## src/rtl/core/spif_pkg.sv

```systemverilog
// spif_pkg: shared types, codes and the crc-8 step of the spi framer
// no dependencies; imported by every module of the framer but spif_checker
package spif_pkg;

    localparam int unsigned CRC_POLY = 8'h07;
    localparam int unsigned QDEPTH   = 2;
    localparam int unsigned QAW      = (QDEPTH > 1) ? $clog2(QDEPTH) : 1;

    localparam int unsigned IN_TDATA_W  = 88;
    localparam int unsigned OUT_TDATA_W = 40;

    localparam logic [1:0] CFG_CRC_EN   = 2'd0;
    localparam logic [1:0] CFG_CTRL_FLG = 2'd1;
    localparam logic [1:0] CFG_WR_FLG   = 2'd2;

    typedef enum logic [1:0] {
        REQ_WRITE = 2'd0,
        REQ_READ  = 2'd1,
        REQ_RESP  = 2'd2,
        REQ_NONE  = 2'd3
    } t_req;

    typedef struct packed {
        t_req        kind;
        logic [7:0]  hdr0;
        logic [7:0]  hdr1;
        logic [31:0] word;
        logic [7:0]  rcrc;
    } t_desc;

    function automatic logic [7:0] crc8_byte(input logic [7:0] crc, input logic [7:0] b);
        logic [7:0] c;
        c = crc ^ b;
        for (int i = 0; i < 8; i++) begin
            c = c[7] ? ({c[6:0], 1'b0} ^ CRC_POLY[7:0]) : {c[6:0], 1'b0};
        end
        return c;
    endfunction

    function automatic logic [7:0] word_byte(input logic [31:0] w, input logic [1:0] idx);
        logic [7:0] b;
        unique case (idx)
            2'd0: b = w[31:24];
            2'd1: b = w[23:16];
            2'd2: b = w[15:8];
            2'd3: b = w[7:0];
        endcase
        return b;
    endfunction

endpackage

```

## src/rtl/core/spif_front.sv

```systemverilog
// spif_front: accepts request beats, classifies them and builds the header bytes
// depends on spif_pkg
module spif_front (
    input  logic                   i_clk,
    input  logic                   i_rst_n,
    input  logic                   i_s_tvalid,
    output logic                   o_s_tready,
    input  spif_pkg::t_req         i_req,
    input  logic [12:0]            i_reg_address,
    input  logic [31:0]            i_write_value,
    input  logic [31:0]            i_received_word,
    input  logic [7:0]             i_received_crc,
    input  logic [7:0]             i_ctrl_flags,
    input  logic [7:0]             i_wr_flags,
    output logic                   o_valid,
    output spif_pkg::t_desc        o_desc,
    input  logic                   i_q_ready
);
    import spif_pkg::*;

    logic  r_valid, n_valid;
    t_desc r_desc, n_desc;
    logic  accept;

    assign o_s_tready = !r_valid || i_q_ready;
    assign accept     = i_s_tvalid && o_s_tready;
    assign o_valid    = r_valid;
    assign o_desc     = r_desc;

    always_comb begin
        n_valid = r_valid && !i_q_ready;
        n_desc  = r_desc;
        if (accept && i_req != REQ_NONE) begin
            n_valid     = 1'b1;
            n_desc.kind = i_req;
            n_desc.hdr0 = i_ctrl_flags | ((i_req == REQ_WRITE) ? i_wr_flags : 8'h00)
                        | {3'b000, i_reg_address[12:8]};
            n_desc.hdr1 = i_reg_address[7:0];
            n_desc.word = (i_req == REQ_WRITE) ? i_write_value : i_received_word;
            n_desc.rcrc = i_received_crc;
        end
    end

    always_ff @(posedge i_clk) begin
        if (!i_rst_n) begin
            r_valid <= 1'b0;
        end else begin
            r_valid <= n_valid;
        end
        r_desc <= n_desc;
    end

endmodule

```

## src/rtl/core/spif_queue.sv

```systemverilog
// spif_queue: short descriptor queue between the front and the byte engine
// depends on spif_pkg
module spif_queue (
    input  logic            i_clk,
    input  logic            i_rst_n,
    input  logic            i_push,
    input  spif_pkg::t_desc i_desc,
    output logic            o_ready,
    input  logic            i_pop,
    output logic            o_valid,
    output spif_pkg::t_desc o_desc
);
    import spif_pkg::*;

    t_desc            r_mem [QDEPTH];
    logic [QAW-1:0]   r_wp, r_rp;
    logic [QAW:0]     r_cnt;
    logic             push, pop;

    assign o_ready = r_cnt != (QAW+1)'(QDEPTH);
    assign o_valid = r_cnt != '0;
    assign o_desc  = r_mem[r_rp];
    assign push    = i_push && o_ready;
    assign pop     = i_pop && o_valid;

    always_ff @(posedge i_clk) begin
        if (!i_rst_n) begin
            r_wp  <= '0;
            r_rp  <= '0;
            r_cnt <= '0;
        end else begin
            if (push) begin
                r_wp <= (r_wp == QAW'(QDEPTH-1)) ? '0 : r_wp + 1'b1;
            end
            if (pop) begin
                r_rp <= (r_rp == QAW'(QDEPTH-1)) ? '0 : r_rp + 1'b1;
            end
            r_cnt <= r_cnt + (QAW+1)'(push) - (QAW+1)'(pop);
        end
        if (push) begin
            r_mem[r_wp] <= i_desc;
        end
    end

endmodule

```

## src/rtl/core/spif_back.sv

```systemverilog
// spif_back: byte engine with running crc-8 and output register, one beat per cycle
// while the output is not stalled and no response check runs; depends on spif_pkg
module spif_back (
    input  logic            i_clk,
    input  logic            i_rst_n,
    input  logic            i_crc_en,
    input  logic            i_valid,
    input  spif_pkg::t_desc i_desc,
    output logic            o_pop,
    output logic            o_m_tvalid,
    input  logic            i_m_tready,
    output logic [7:0]      o_out_byte,
    output logic            o_last_byte,
    output logic [31:0]     o_read_value,
    output logic            o_crc_error
);
    import spif_pkg::*;

    typedef enum logic [5:0] {
        S_START = 6'b000001,
        S_HDR1  = 6'b000010,
        S_HCRC  = 6'b000100,
        S_BODY  = 6'b001000,
        S_DCRC  = 6'b010000,
        S_RESP  = 6'b100000
    } t_state;

    t_state      r_state, n_state;
    logic [2:0]  r_cnt, n_cnt;
    logic [7:0]  r_crc, n_crc;
    logic        r_m_valid;
    logic [7:0]  r_byte;
    logic        r_last;
    logic [31:0] r_val;
    logic        r_err;

    logic        slot_free, emit, e_last, e_err;
    logic [7:0]  e_byte, w_byte;
    logic [31:0] e_val;

    assign slot_free = !r_m_valid || i_m_tready;
    assign w_byte    = word_byte(i_desc.word, r_cnt[1:0]);

    always_comb begin
        n_state = r_state;
        n_cnt   = r_cnt;
        n_crc   = r_crc;
        emit    = 1'b0;
        e_byte  = 8'h00;
        e_last  = 1'b0;
        e_val   = 32'h0;
        e_err   = 1'b0;
        o_pop   = 1'b0;
        unique case (r_state)
            S_START: begin
                if (i_valid) begin
                    if (i_desc.kind == REQ_RESP) begin
                        n_crc   = crc8_byte(8'h00, i_desc.word[31:24]);
                        n_cnt   = 3'd1;
                        n_state = S_RESP;
                    end else if (slot_free) begin
                        emit    = 1'b1;
                        e_byte  = i_desc.hdr0;
                        n_crc   = crc8_byte(8'h00, i_desc.hdr0);
                        n_state = S_HDR1;
                    end
                end
            end
            S_HDR1: begin
                if (slot_free) begin
                    emit   = 1'b1;
                    e_byte = i_desc.hdr1;
                    n_cnt  = 3'd0;
                    if (i_crc_en) begin
                        n_crc   = crc8_byte(r_crc, i_desc.hdr1);
                        n_state = S_HCRC;
                    end else begin
                        n_crc   = 8'h00;
                        n_state = S_BODY;
                    end
                end
            end
            S_HCRC: begin
                if (slot_free) begin
                    emit    = 1'b1;
                    e_byte  = r_crc;
                    n_crc   = 8'h00;
                    n_cnt   = 3'd0;
                    n_state = S_BODY;
                end
            end
            S_BODY: begin
                if (slot_free) begin
                    emit  = 1'b1;
                    n_cnt = r_cnt + 3'd1;
                    if (i_desc.kind == REQ_WRITE) begin
                        e_byte = w_byte;
                        n_crc  = crc8_byte(r_crc, w_byte);
                        if (r_cnt == 3'd3) begin
                            if (i_crc_en) begin
                                n_state = S_DCRC;
                            end else begin
                                e_last  = 1'b1;
                                o_pop   = 1'b1;
                                n_state = S_START;
                            end
                        end
                    end else if (r_cnt == (i_crc_en ? 3'd5 : 3'd4)) begin
                        e_last  = 1'b1;
                        o_pop   = 1'b1;
                        n_state = S_START;
                    end
                end
            end
            S_DCRC: begin
                if (slot_free) begin
                    emit    = 1'b1;
                    e_byte  = r_crc;
                    e_last  = 1'b1;
                    o_pop   = 1'b1;
                    n_state = S_START;
                end
            end
            S_RESP: begin
                if (r_cnt != 3'd4) begin
                    n_crc = crc8_byte(r_crc, w_byte);
                    n_cnt = r_cnt + 3'd1;
                end else if (slot_free) begin
                    emit    = 1'b1;
                    e_last  = 1'b1;
                    e_val   = i_desc.word;
                    e_err   = i_crc_en && (r_crc != i_desc.rcrc);
                    o_pop   = 1'b1;
                    n_state = S_START;
                end
            end
            default: begin
                n_state = S_START;
            end
        endcase
    end

    always_ff @(posedge i_clk) begin
        if (!i_rst_n) begin
            r_state   <= S_START;
            r_cnt     <= 3'd0;
            r_crc     <= 8'h00;
            r_m_valid <= 1'b0;
        end else begin
            r_state <= n_state;
            r_cnt   <= n_cnt;
            r_crc   <= n_crc;
            if (emit) begin
                r_m_valid <= 1'b1;
            end else if (i_m_tready) begin
                r_m_valid <= 1'b0;
            end
        end
        if (emit) begin
            r_byte <= e_byte;
            r_last <= e_last;
            r_val  <= e_val;
            r_err  <= e_err;
        end
    end

    assign o_m_tvalid   = r_m_valid;
    assign o_out_byte   = r_byte;
    assign o_last_byte  = r_last;
    assign o_read_value = r_val;
    assign o_crc_error  = r_err;

endmodule

```

## src/rtl/core/spi_register_access_framer_crc8.sv

```systemverilog
// spi_register_access_framer_crc8: top level of the register-access spi framer
// depends on spif_pkg, spif_front, spif_queue, spif_back
//
// Each request beat turns into the byte beats of one spi register transaction, one beat
// per cycle from the byte engine while the output is not stalled: a write is 6 beats
// (8 with crc on), a read 7 (9 with crc on), and a response check runs four crc-8 byte
// steps, then its single beat. The front stage and a two-entry queue take new requests
// while the engine is busy, so back-to-back requests run at the engine's byte rate; output
// stalls hold the engine, and the input only once the queue and the front stage are full.
// Crc is crc-8, polynomial 0x07, msb first, initial value 0. Registers: 0 crc enable,
// 1 control flag bits, 2 write flag bits; write them only while the framer is idle.
module spi_register_access_framer_crc8 (
    input  logic                            i_clk,
    input  logic                            i_rst_n,
    input  logic                            s_axis_tvalid,
    output logic                            s_axis_tready,
    // reg_address, write_value, received_word, received_crc
    input  logic [spif_pkg::IN_TDATA_W-1:0] s_axis_tdata,
    input  logic [1:0]                      s_axis_tuser,  // req_type
    output logic                            m_axis_tvalid,
    input  logic                            m_axis_tready,
    // out_byte, read_value
    output logic [spif_pkg::OUT_TDATA_W-1:0] m_axis_tdata,
    output logic                            m_axis_tlast,
    output logic [0:0]                      m_axis_tuser,  // crc_error
    input  logic                            i_cfg_wr_en,
    input  logic [1:0]                      i_cfg_index,
    input  logic [7:0]                      i_cfg_wdata
);
    import spif_pkg::*;

    logic        r_crc_en;
    logic [7:0]  r_ctrl_flags;
    logic [7:0]  r_wr_flags;

    logic        f_valid, q_ready, q_valid, q_pop;
    t_desc       f_desc, q_desc;
    logic [7:0]  out_byte;
    logic [31:0] read_value;
    logic        crc_error;

    always_ff @(posedge i_clk) begin
        if (!i_rst_n) begin
            r_crc_en     <= 1'b0;
            r_ctrl_flags <= 8'h80;
            r_wr_flags   <= 8'h20;
        end else if (i_cfg_wr_en) begin
            unique case (i_cfg_index)
                CFG_CRC_EN:   r_crc_en     <= i_cfg_wdata[0];
                CFG_CTRL_FLG: r_ctrl_flags <= i_cfg_wdata;
                CFG_WR_FLG:   r_wr_flags   <= i_cfg_wdata;
                default:      ;
            endcase
        end
    end

    spif_front u_front (
        .i_clk           (i_clk),
        .i_rst_n         (i_rst_n),
        .i_s_tvalid      (s_axis_tvalid),
        .o_s_tready      (s_axis_tready),
        .i_req           (t_req'(s_axis_tuser)),
        .i_reg_address   (s_axis_tdata[12:0]),
        .i_write_value   (s_axis_tdata[44:13]),
        .i_received_word (s_axis_tdata[76:45]),
        .i_received_crc  (s_axis_tdata[84:77]),
        .i_ctrl_flags    (r_ctrl_flags),
        .i_wr_flags      (r_wr_flags),
        .o_valid         (f_valid),
        .o_desc          (f_desc),
        .i_q_ready       (q_ready)
    );

    spif_queue u_queue (
        .i_clk   (i_clk),
        .i_rst_n (i_rst_n),
        .i_push  (f_valid),
        .i_desc  (f_desc),
        .o_ready (q_ready),
        .i_pop   (q_pop),
        .o_valid (q_valid),
        .o_desc  (q_desc)
    );

    spif_back u_back (
        .i_clk        (i_clk),
        .i_rst_n      (i_rst_n),
        .i_crc_en     (r_crc_en),
        .i_valid      (q_valid),
        .i_desc       (q_desc),
        .o_pop        (q_pop),
        .o_m_tvalid   (m_axis_tvalid),
        .i_m_tready   (m_axis_tready),
        .o_out_byte   (out_byte),
        .o_last_byte  (m_axis_tlast),
        .o_read_value (read_value),
        .o_crc_error  (crc_error)
    );

    assign m_axis_tdata = {read_value, out_byte};
    assign m_axis_tuser = crc_error;

endmodule

```

## config.mk

```make
export PLATFORM = sky130hd
export DESIGN_NAME = spi_register_access_framer_crc8
export DESIGN_NICKNAME = d
export VERILOG_FILES = /design/src/rtl/core/spif_pkg.sv /design/src/rtl/core/spif_front.sv /design/src/rtl/core/spif_queue.sv /design/src/rtl/core/spif_back.sv /design/src/rtl/core/spi_register_access_framer_crc8.sv
export SDC_FILE = /design/constraint.sdc
export NUM_CORES = 1
export LEC_CHECK = 0
export BUFFER_PORTS_ARGS = -buffer_cell sky130_fd_sc_hd__buf_2
export CORE_MARGIN = 3
export CORE_UTILIZATION = 58
export DETAILED_ROUTE_END_ITERATION = 10
export PLACE_DENSITY = 0.8
export SLEW_MARGIN = 20
export SYNTH_ARGS = -nofsm -noshare
export SYNTH_HDL_FRONTEND = slang
export SYNTH_SLANG_ARGS = --single-unit
```

## constraint.sdc

```tcl
create_clock -name i_clk -period 4.7 [get_ports i_clk]
set_input_delay 0.235 -clock i_clk [delete_from_list [all_inputs] [get_ports i_clk]]
set_output_delay 0.235 -clock i_clk [all_outputs]
set_load 0.02 [all_outputs]
```

# --- Word-level counts from Yosys, hierarchy flattened ---
# Memory sizes are Yosys's and may differ from the RTL's. A register that Yosys moved wholly into a read port is not among the register bits.
# Cells that the tools add are included.
word_totals:
  register_bits: 140
  latch_bits: 0
  ram_bits: 116
  rom_bits: 0
  inputBits: 105
  elab_cells: 217
  mem_count: 1
classes:
  addsub: 5
  n_mul: 0
  div: 0
  magnitude_cmp: 0
  n_eq_ne: 30
  shift: 0
  mux: 94
  bitwise: 38
  n_reduce_logical: 29
memory_table:
  columns: ["name", "depth", "width", "rd", "rd_ports_with_merged_regs", "wr", "line", "rtl"]
  rows:
  - ["u_queue.r_mem", 2, 58, 1, 1, 1, "spif_queue.sv:15", "t_desc r_mem [QDEPTH];"]
op_table:
  columns: ["operator", "count"]
  rows:
  - ["2-to-1 mux 8 bit", 17]
  - ["2-to-1 mux 3 bit", 37]
  - ["NOT 3 bit", 32]
  - ["2-to-1 mux 6 bit", 11]
  - ["case mux 8 bit (4 select lines)", 2]
  - ["case mux 8 bit (5 select lines)", 1]
  - ["case mux 6 bit (6 select lines)", 1]
  - ["2-to-1 mux 32 bit", 1]
  - ["2-to-1 mux 1 bit", 19]
  - ["AND reduction 8 bit", 2]
  - ["bitwise XOR 8 bit", 2]
  - ["inequality test 2 x 1 -> 1 bit, second input constant", 7]
  - ["case mux 3 bit (4 select lines)", 1]
  - ["== test 2 bit, second input constant", 4]
  - ["logical NOT 2 bit", 4]
  - ["inequality test 2 bit, second input constant", 4]
  - ["inequality test 8 bit", 1]
  - ["bitwise OR 8 x 5 -> 8 bit", 1]
  - ["bitwise OR 8 bit", 1]
  - ["== test 6 x 1 -> 1 bit, second input constant", 1]
  - ["== test 6 x 2 -> 1 bit, second input constant", 1]
  - ["== test 6 x 3 -> 1 bit, second input constant", 1]
  - ["== test 6 x 4 -> 1 bit, second input constant", 1]
  - ["== test 6 x 5 -> 1 bit, second input constant", 1]
  - ["25 further kinds", 43]

# --- Logic depth before layout (Yosys ltp) ---
# Gate-level depths: netlist of run 1.
logic_depth:
  ltp_word: 22
  mapped_depth: 14
  mapped_depth_nobuf: 13

# --- By module ---
# From an unflattened synthesis of run 1, not the netlist that was laid out.
hier_totals:
  cells_unflattened: 812
  hier_area_um2: 11850.1
modules_own_cells:
  columns: ["module", "n_inst", "cells_each", "area_per_inst_um2", "seq_area_each_um2"]
  rows:
  - ["spif_queue", 1, 209, 4523.1, 3583.4]
  - ["spif_back", 1, 426, 4339.2, 1621.6]
  - ["spif_front", 1, 108, 2312.2, 1761.7]
  - ["spi_register_access_framer_crc8", 1, 69, 675.6, 340.3]

# --- Worst setup path after synthesis of run 1 ---
# No wires, ideal clock.
synth_timing:
  path_kind: "register to register"
  start: "reg (tool-made name)"
  end: "reg u_back.r_err, in the netlist u_back.o_crc_error, enable pin"
  arrival_time_ns: 3.808
  required_ns: 4.233
  setup_slack_ns: 0.425
  path_stages_with_launch: 8
  period_less_slack_ns: 4.275
  cell_sequence: "dfxtp_1 -> buf_2 -> nor2_1 -> a32oi_1 -> nor2b_1 -> clkbuf_1 -> o21ai_1 -> a31oi_1"
synth_lines:
  columns: ["element", "line", "rtl"]
  rows:
  - ["end signal, assigned", "spif_back.sv:163", "r_err <= e_err;"]
  - ["end, declared", "spif_back.sv:35", "logic r_err;"]

==> results.ini, run 1 <==
[run_status]
run_status = completed

[power]
max-vdd-ir-drop_uv = 435
power-per-cell-area_nw_per_um2 = 456
comb_power_share_pct = 24.1
swShare_pct = 28.8
power_frac_clock_pct = 30.4
power.switching_uw = 1790
totalPowerFinal_uw = 6220
power_report.internal_total_uw = 4430
power.leakage_uw = 0.00501
power.sequential.fraction_pct = 45.5

[worst_hold_path]
hold_path_end = u_front.o_desc[12]$_DFFE_PP_
worst_min_path_class = in2reg
worstHoldPathCells = 2
hold_path_start = s_axis_tdata[49]

[yosys]
synthesis.nets = 944
ys_async_rst_share_pct = 0
synth_largest_area_cell = sky130_fd_sc_hd__edfxtp_1
synth_warnings = 0
netlist_area_sq_um = 11500
synthesis.instances = 832
synth_edf_count = 216
synth.yosys.seq_area_share_pct = 63.5
netlist-cell-type-count = 58
synthesis.area_per_instance_sq_um = 13.8
yosys_most_used_dff = sky130_fd_sc_hd__edfxtp_1
yosys-top-cells-area = sky130_fd_sc_hd__edfxtp_1 (56%), sky130_fd_sc_hd__dfxtp_1 (7.1%), sky130_fd_sc_hd__xnor2_1 (5.6%)
yosys.area.top_type_share_pct = 56.4
ys_seq_elements = 257

[grt]
first_global_vias = 7100
antenna_found_initial = 0
largest_net_degree_at_the_start_of_global_routing = 43
globalRoute.totalOverflow = 0
grt_use_total_pct = 22.6
first_pass_grt_wire_length_um = 38400

[place]
place_worst_setup_slack_ns = 1.30
place_congestion = 0.933
place.detailed.hpwl_um = 16700
buffer_ports.inserted = 145
dpl_cell_area_sq_um = 12500

[final_layout]
ff_latch_area_sq_um = 7310
final.fill_count = 1253
antenna_cells = 0
post_route_cells_drive_above_1_share_pct = 24.9
area_of_combinational_cells_with_multiple_inputs_sq_um = 3980
layout.nets = 1119
final_area_sq_um = 13600
layout-area-overhead-vs-synth_pct = 18.6
final_core_utilization_pct = 71.5

[sta]
grt_setup_unrepaired = false
timing.fmax_ghz = 0.290
final_critical_path_setup_slack_ns = 1.26
final_min_period_over_clock_period_pct = 73.2
final.min_clock_period_ns = 3.44
final_hold_viol_count = 0
max_slew_margin_pct = 34.0
finalSetupTns_ns = 0
final-max-slew-violation-count = 0
timing.clock.skew_ns = 0.0124
transition_time_at_the_pin_with_the_least_slew_margin_ns = 0.983
timing.final.setup_violations = 0

[clock_tree]
postCtsSetupBuffers = 0
clkSlewWorstSetupHoldPaths_ns = 0.06
clock_root_buffer = sky130_fd_sc_hd__clkbuf_16
tritoncts_num_sinks = 257
cts-resized-gates = 0
ctsLongestPathBuffers = 3
htree_levels = 1
cts_made_buffers = 25
tritoncts = built
clock_latency_at_the_later_pin_of_the_worst_skew_pair_ns = 0.52

[routing]
detail_route.iter0.violations = 583
ant_nets = 0
drt_pre_antenna_iters = 5
average_wire_per_cell_in_the_routed_design_um = 19.4
vias = 7154
drc = 0
post_drt_via_cell_ratio = 5.56
wl_um = 25000

[worst_setup_path]
crit_required_ns = 5.08
critical_path_arrival_ns = 3.82
reg2reg_depth = 12
worstSetupEndpointType = flip-flop
timing_worst_setup_path_type = reg2reg
peak_fanout_along_the_critical_path = 37
reg2reg_to = u_queue.r_cnt[1]$_SDFF_PN0_
cp-start-kind = flip-flop
reg2reg_setup_slack_ns = 1.26

[floorplanning]
floorplan.die.width_um = 147
num_io_pins = 149
placement_rows = 50
floorplan.die.height_um = 147
initial_utilization_pct = 60.3
die-area_sq_um = 21600
fp.coreArea_sq_um = 19100

[job]
cap_violations = 0

critical path, stage by stage (launching register included):
cell,delay [ns]
sky130_fd_sc_hd__dfxtp_4,0.73
sky130_fd_sc_hd__inv_2,0.30
sky130_fd_sc_hd__o31ai_1,0.61
sky130_fd_sc_hd__nand3_1,0.14
sky130_fd_sc_hd__a21o_1,0.20
sky130_fd_sc_hd__a21oi_1,0.20
sky130_fd_sc_hd__nor2b_1,0.28
sky130_fd_sc_hd__ha_1,0.28
sky130_fd_sc_hd__inv_1,0.06
sky130_fd_sc_hd__ha_1,0.15
sky130_fd_sc_hd__xor2_1,0.17
sky130_fd_sc_hd__xnor2_1,0.13
sky130_fd_sc_hd__nor2_1,0.05
synthesized netlist by cell type, types with 5 or more instances:
cell type / number
sky130_fd_sc_hd__edfxtp_1: 216
sky130_fd_sc_hd__nor2_1: 75
sky130_fd_sc_hd__xnor2_1: 74
sky130_fd_sc_hd__mux2i_1: 60
sky130_fd_sc_hd__mux2_2: 44
sky130_fd_sc_hd__dfxtp_1: 41
sky130_fd_sc_hd__a21oi_1: 33
sky130_fd_sc_hd__nor2b_1: 33
sky130_fd_sc_hd__nand2_1: 32
sky130_fd_sc_hd__clkbuf_1: 30
sky130_fd_sc_hd__xor2_1: 27
sky130_fd_sc_hd__o21ai_0: 14
sky130_fd_sc_hd__inv_1: 10
sky130_fd_sc_hd__o211ai_1: 10
sky130_fd_sc_hd__o221ai_1: 9
sky130_fd_sc_hd__mux2_1: 8
sky130_fd_sc_hd__ha_1: 7
sky130_fd_sc_hd__a211oi_1: 6
sky130_fd_sc_hd__a222oi_1: 6
sky130_fd_sc_hd__and3_1: 6
sky130_fd_sc_hd__nand3_1: 6
sky130_fd_sc_hd__xnor2_2: 6
sky130_fd_sc_hd__a211o_1: 5
sky130_fd_sc_hd__buf_1: 5
sky130_fd_sc_hd__buf_2: 5
sky130_fd_sc_hd__nand3b_1: 5
state kept, by name, indices dropped and copies added, names as in the netlist, named ones only:
register             count
u_queue.r_mem          116
u_front.o_desc          58
u_back.o_read_value     32
r_ctrl_flags             8
r_wr_flags               8
u_back.o_out_byte        8
u_back.r_crc             8
u_back.r_state           6
u_back.r_cnt             3
u_queue.r_cnt            2
r_crc_en                 1
u_back.o_crc_error       1
u_back.o_last_byte       1
u_back.o_m_tvalid        1
u_front.o_valid          1
u_queue.r_rp             1
u_queue.r_wp             1
kinds of logic (layout without fill, tap and decap cells):
kind of cell | count (synthesis) | count (layout) | synth area share (%)
xor+xnor | 107 | 107 | 8.54
fa+ha+maj | 7 | 7 | 0.761
buf+inv | 57 | 251 | 2.21
simple gates | 178 | 178 | 7.34
compound gates | 109 | 109 | 6.57
flops | 257 | 257 | 63.5
mux | 117 | 117 | 11.1
placed cells by master (no fill, tap or decap), types with 3 or more instances in the layout:
| master | n |
|---|---|
| sky130_fd_sc_hd__buf_4 | 9 |
| sky130_fd_sc_hd__nand3_1 | 6 |
| sky130_fd_sc_hd__nor2_1 | 73 |
| sky130_fd_sc_hd__nand3b_1 | 5 |
| sky130_fd_sc_hd__dfxtp_1 | 40 |
| sky130_fd_sc_hd__mux2i_1 | 60 |
| sky130_fd_sc_hd__and2_1 | 4 |
| sky130_fd_sc_hd__dlygate4sd3_1 | 37 |
| sky130_fd_sc_hd__nor4_1 | 3 |
| sky130_fd_sc_hd__xor2_1 | 27 |
| sky130_fd_sc_hd__mux2_1 | 8 |
| sky130_fd_sc_hd__clkbuf_16 | 25 |
| sky130_fd_sc_hd__inv_1 | 10 |
| sky130_fd_sc_hd__o211a_1 | 3 |
| sky130_fd_sc_hd__or3_1 | 3 |
| sky130_fd_sc_hd__ha_1 | 7 |
| sky130_fd_sc_hd__xnor2_1 | 74 |
| sky130_fd_sc_hd__clkinv_2 | 7 |
| sky130_fd_sc_hd__a222oi_1 | 6 |
| sky130_fd_sc_hd__and3_1 | 5 |
| sky130_fd_sc_hd__a21o_1 | 4 |
| sky130_fd_sc_hd__nor3_1 | 4 |
| sky130_fd_sc_hd__o211ai_1 | 10 |
| sky130_fd_sc_hd__nand2b_1 | 3 |
| sky130_fd_sc_hd__nor2b_1 | 32 |
| sky130_fd_sc_hd__nand2_1 | 32 |
| sky130_fd_sc_hd__clkinv_1 | 5 |
| sky130_fd_sc_hd__a211o_1 | 5 |
| sky130_fd_sc_hd__mux2_2 | 44 |
| sky130_fd_sc_hd__edfxtp_1 | 216 |
| sky130_fd_sc_hd__a21oi_1 | 33 |
| sky130_fd_sc_hd__clkbuf_1 | 7 |
| sky130_fd_sc_hd__o21ai_0 | 14 |
| sky130_fd_sc_hd__buf_2 | 145 |
| sky130_fd_sc_hd__a211oi_1 | 6 |
| sky130_fd_sc_hd__xnor2_2 | 6 |
| sky130_fd_sc_hd__o221ai_1 | 9 |
worst max path at each step:
stage / start / to / slack (ns) / depth (start not counted)
floorplan: flip-flop / u_back.o_crc_error$_SDFFCE_PP0P_ / 0.43 / 7
global placement: flip-flop / u_queue.r_cnt[1]$_SDFF_PN0_ / 1.38 / 12
detailed placement: flip-flop / u_queue.r_cnt[1]$_SDFF_PN0_ / 1.30 / 12
CTS: flip-flop / u_queue.r_cnt[1]$_SDFF_PN0_ / 1.29 / 12
global route: flip-flop / u_queue.r_cnt[1]$_SDFF_PN0_ / 0.95 / 12
finish: flip-flop / u_queue.r_cnt[1]$_SDFF_PN0_ / 1.26 / 12
power groups by stage:
stage          Clock, uW  Combinational [uW]  Sequential (uW)
4_1_cts             1930                1480             2820
3_3_place_gp           0                1430             2870
2_1_floorplan          0                1070             2890
5_1_grt             2020                1610             2840
3_5_place_dp           0                1450             2870
6_report            1890                1500             2830
routing by layer:
metal / wire, um / global-route usage, %
met5: 0 / 0
met4: 577 / 6.40
met3: 1580 / 3.02
met1: 10600 / 31.2
met2: 12200 / 38.0
layout make-up:
type	count	share of cell area, %
flip-flops and latches	257	53.6
multi-input cells	518	29.2
repair buffers	193	8.88
clock buffers	32	4.78
well taps	260	2.38
clock inverters	14	0.871
inverters	12	0.330
timing repair:
action                                  CTS  global route
hold buffers                             37             0
endpoints found under the setup margin    0             0
endpoints found under the hold margin    42             0
metrics by stage:
step / hold slack, ns / instances
3_5_place_dp: 0.414 / 1201
4_1_cts: 0.000548 / 1284
5_1_grt: 0.00493 / 1286
2_1_floorplan: 0.334 / 832
6_report: 0.0181 / 1286
3_3_place_gp: 0.411 / 1201
No activity file was read; power rests on OpenSTA's default activity.
==> run 2, diff against run 1 <==
CORE_UTILIZATION = 52   (was 58)
PLACE_DENSITY = 0.76   (was 0.8)
clock period = 2.89 ns   (was 4.7 ns; I/O delays follow)
==> run 2 against run 1 <==
Clock power up 80%. Sequential share of layout area down 3.8 points. Global-route usage is 0.061 points higher. Maximum frequency grew 24%. Worst setup slack worse by 1.2 ns. Core utilization shrank 2.7 points. Register-to-register slack worse by 1.2 ns. Sequential power increased by 63%. Clock-buffer cell count up 2. Combinational power up 76%. Routed wire length increased by 9.0%. Critical path type unchanged.
==> results.ini, run 2 (synthesis results as in run 1) <==
[grt]
met1_usage_in_global_routing_pct = 29.9  ; -1.4 points
grt_util_met2_pct = 40.0  ; +2.0 points
antenna_found_initial = 0  ; unchanged
first_global_vias = 7763  ; +9.3%
largest_net_degree_at_the_start_of_global_routing = 59  ; +37%
grt_use_total_pct = 22.7  ; +0.061 points
grt.busiest_layer = met2
globalRoute.totalOverflow = 0  ; unchanged
first_pass_grt_wire_length_um = 42400  ; +11%
met3_usage_pct = 3.30  ; +0.28 points

[worst_setup_path]
cp-start-kind = flip-flop
peak_fanout_along_the_critical_path = 13  ; -65%
critical_path_arrival_ns = 3.20  ; -0.62 ns
reg2reg_to = u_back.r_crc[2]$_SDFFE_PN0P_
crit_required_ns = 3.31  ; -1.77 ns
timing_worst_setup_path_type = reg2reg
reg2reg_setup_slack_ns = 0.11  ; -1.15 ns
reg2reg_depth = 9  ; -3
worstSetupEndpointType = flip-flop

[run_status]
run_status = completed

[place]
place.detailed.hpwl_um = 18400  ; +10%
place_congestion = 0.943  ; +1.1%
place_worst_setup_slack_ns = 0.0522  ; -1.25 ns
buffer_ports.inserted = 145  ; unchanged

[final_layout]
flip_flop_count_of_the_largest_register_after_layout = 116  ; unchanged
final.fill_count = 1482  ; +18%
layout.cells.most_common_list = sky130_fd_sc_hd__edfxtp_1 (216), sky130_fd_sc_hd__buf_2 (145), sky130_fd_sc_hd__dlygate4sd3_1 (98)
post_route_cells_drive_above_1_share_pct = 26.3  ; +1.5 points
top_register = u_queue.r_mem
layout.nets = 1217  ; +8.8%
layout-area-overhead-vs-synth_pct = 27.7
layout_commonest_cell = sky130_fd_sc_hd__edfxtp_1
antenna_cells = 0  ; unchanged

[clock_tree]
tritoncts = built
clock_latency_at_the_later_pin_of_the_worst_skew_pair_ns = 0.53  ; about the same
tritoncts_num_sinks = 257  ; unchanged
htree_levels = 1  ; unchanged
clkSlewWorstSetupHoldPaths_ns = 0.06  ; about the same
cts_made_buffers = 27  ; +8.0%
ctsLongestPathBuffers = 3  ; unchanged
clock_root_buffer = sky130_fd_sc_hd__clkbuf_16

[worst_hold_path]
worstHoldPathCells = 4  ; +2
hold_path_end = r_crc_en$_SDFFE_PN0P_
hold_path_start = i_cfg_index[0]
worst_min_path_class = in2reg

[floorplanning]
die-area_sq_um = 23900  ; +11%
placement_rows = 53  ; +6.0%
floorplan.die.height_um = 155  ; +5.4%
initial_utilization_pct = 53.9  ; -6.4 points
num_io_pins = 149  ; unchanged
floorplan.die.width_um = 155  ; +5.4%
fp.coreArea_sq_um = 21400  ; +12%

[routing]
vias = 7593  ; +6.1%
post_drt_via_cell_ratio = 5.43  ; -2.4%
average_wire_per_cell_in_the_routed_design_um = 19.5  ; +0.17%
drc = 0  ; unchanged
ant_nets = 0  ; unchanged
wl_um = 27200  ; +9.0%
detail_route.iter0.violations = 469  ; -20%
drt_pre_antenna_iters = 5  ; unchanged

[sta]
final-max-slew-violation-count = 0  ; unchanged
final_min_period_over_clock_period_pct = 96.3  ; +23 points
final_critical_path_setup_slack_ns = 0.107  ; -1.15 ns
timing.fmax_ghz = 0.359  ; +24%
final.min_clock_period_ns = 2.78  ; -0.660 ns
finalSetupTns_ns = 0  ; unchanged
max_slew_margin_pct = 54.7  ; +21 points
timing.final.setup_violations = 0  ; unchanged
final_hold_viol_count = 0  ; unchanged
transition_time_at_the_pin_with_the_least_slew_margin_ns = 0.678  ; -0.305 ns
timing.clock.skew_ns = 0.00841  ; -0.00396 ns

[job]
cap_violations = 0  ; unchanged

[power]
max-vdd-ir-drop_uv = 646  ; +48%
power-per-cell-area_nw_per_um2 = 725  ; +59%
power.leakage_uw = 0.00548  ; +9.4%

[run 2: power breakdown]
group / total (uW) / internal, uW / leakage (uW) / switching, uW
combinational: 2640 / 1230 / 0.00270 / 1410
sequential: 4610 / 4360 / 0.00235 / 243
clock: 3410 / 2050 / 0.000425 / 1360
[run 2: layout make-up]
type / instances / area (sq um) / area share [%]
well taps: 275 / 344 / 2.34
clock buffers: 34 / 732 / 4.98
inverters: 12 / 45.0 / 0.306
multi-input cells: 518 / 4010 / 27.3
repair buffers: 289 / 2110 / 14.3
clock inverters: 14 / 150 / 1.02
flip-flops and latches: 257 / 7310 / 49.7
[run 2: worst max-delay path, stage by stage (launching register included)]
cell	delay [ns]
sky130_fd_sc_hd__dfxtp_4	0.42
sky130_fd_sc_hd__buf_6	0.20
sky130_fd_sc_hd__mux2_1	0.35
sky130_fd_sc_hd__a222oi_1	0.45
sky130_fd_sc_hd__mux2i_1	0.25
sky130_fd_sc_hd__xnor2_2	0.22
sky130_fd_sc_hd__xnor2_2	0.28
sky130_fd_sc_hd__xor2_1	0.17
sky130_fd_sc_hd__nor2_1	0.07
sky130_fd_sc_hd__o221a_1	0.24
[run 2: worst max-delay path by stage]
stage          slack, ns                               end
2_1_floorplan       0.02  u_back.o_crc_error$_SDFFCE_PP0P_
3_5_place_dp        0.05      u_back.r_crc[2]$_SDFFE_PN0P_
6_report            0.11      u_back.r_crc[2]$_SDFFE_PN0P_
3_3_place_gp        0.14       u_queue.r_cnt[1]$_SDFF_PN0_
5_1_grt            -0.01      u_back.r_crc[2]$_SDFFE_PN0P_
4_1_cts             0.04      u_back.r_crc[2]$_SDFFE_PN0P_
[run 2: per-layer routing]
metal | up-vias | share of wire (%)
li1 | 3604 | -
met1 | 3697 | 41
met2 | 260 | 51
met3 | 32 | 6.4
met4 | 0 | 1.6
met5 | - | 0
[run 2: stage by stage]
step	area [sq um]	std cells	total power, uW	hold slack (ns)	utilization, %
after global placement	12800	1245	7100	0.322	59.7
after CTS	14600	1391	10600	0.0218	68.4
final	14700	1399	10700	0.0363	68.8
after detailed placement	12800	1245	7150	0.323	59.7
after global routing	14700	1399	11100	0.0460	68.8
after floorplan	11500	832	6430	0.243	-
[run 2: repair_timing]
action | 4_1_cts | 5_1_grt
endpoints found under the setup margin | 0 | 7
gates resized for setup | 0 | 5
hold endpoints to repair | 73 | 0
buffers inserted | 0 | 8
hold buffers | 98 | 0
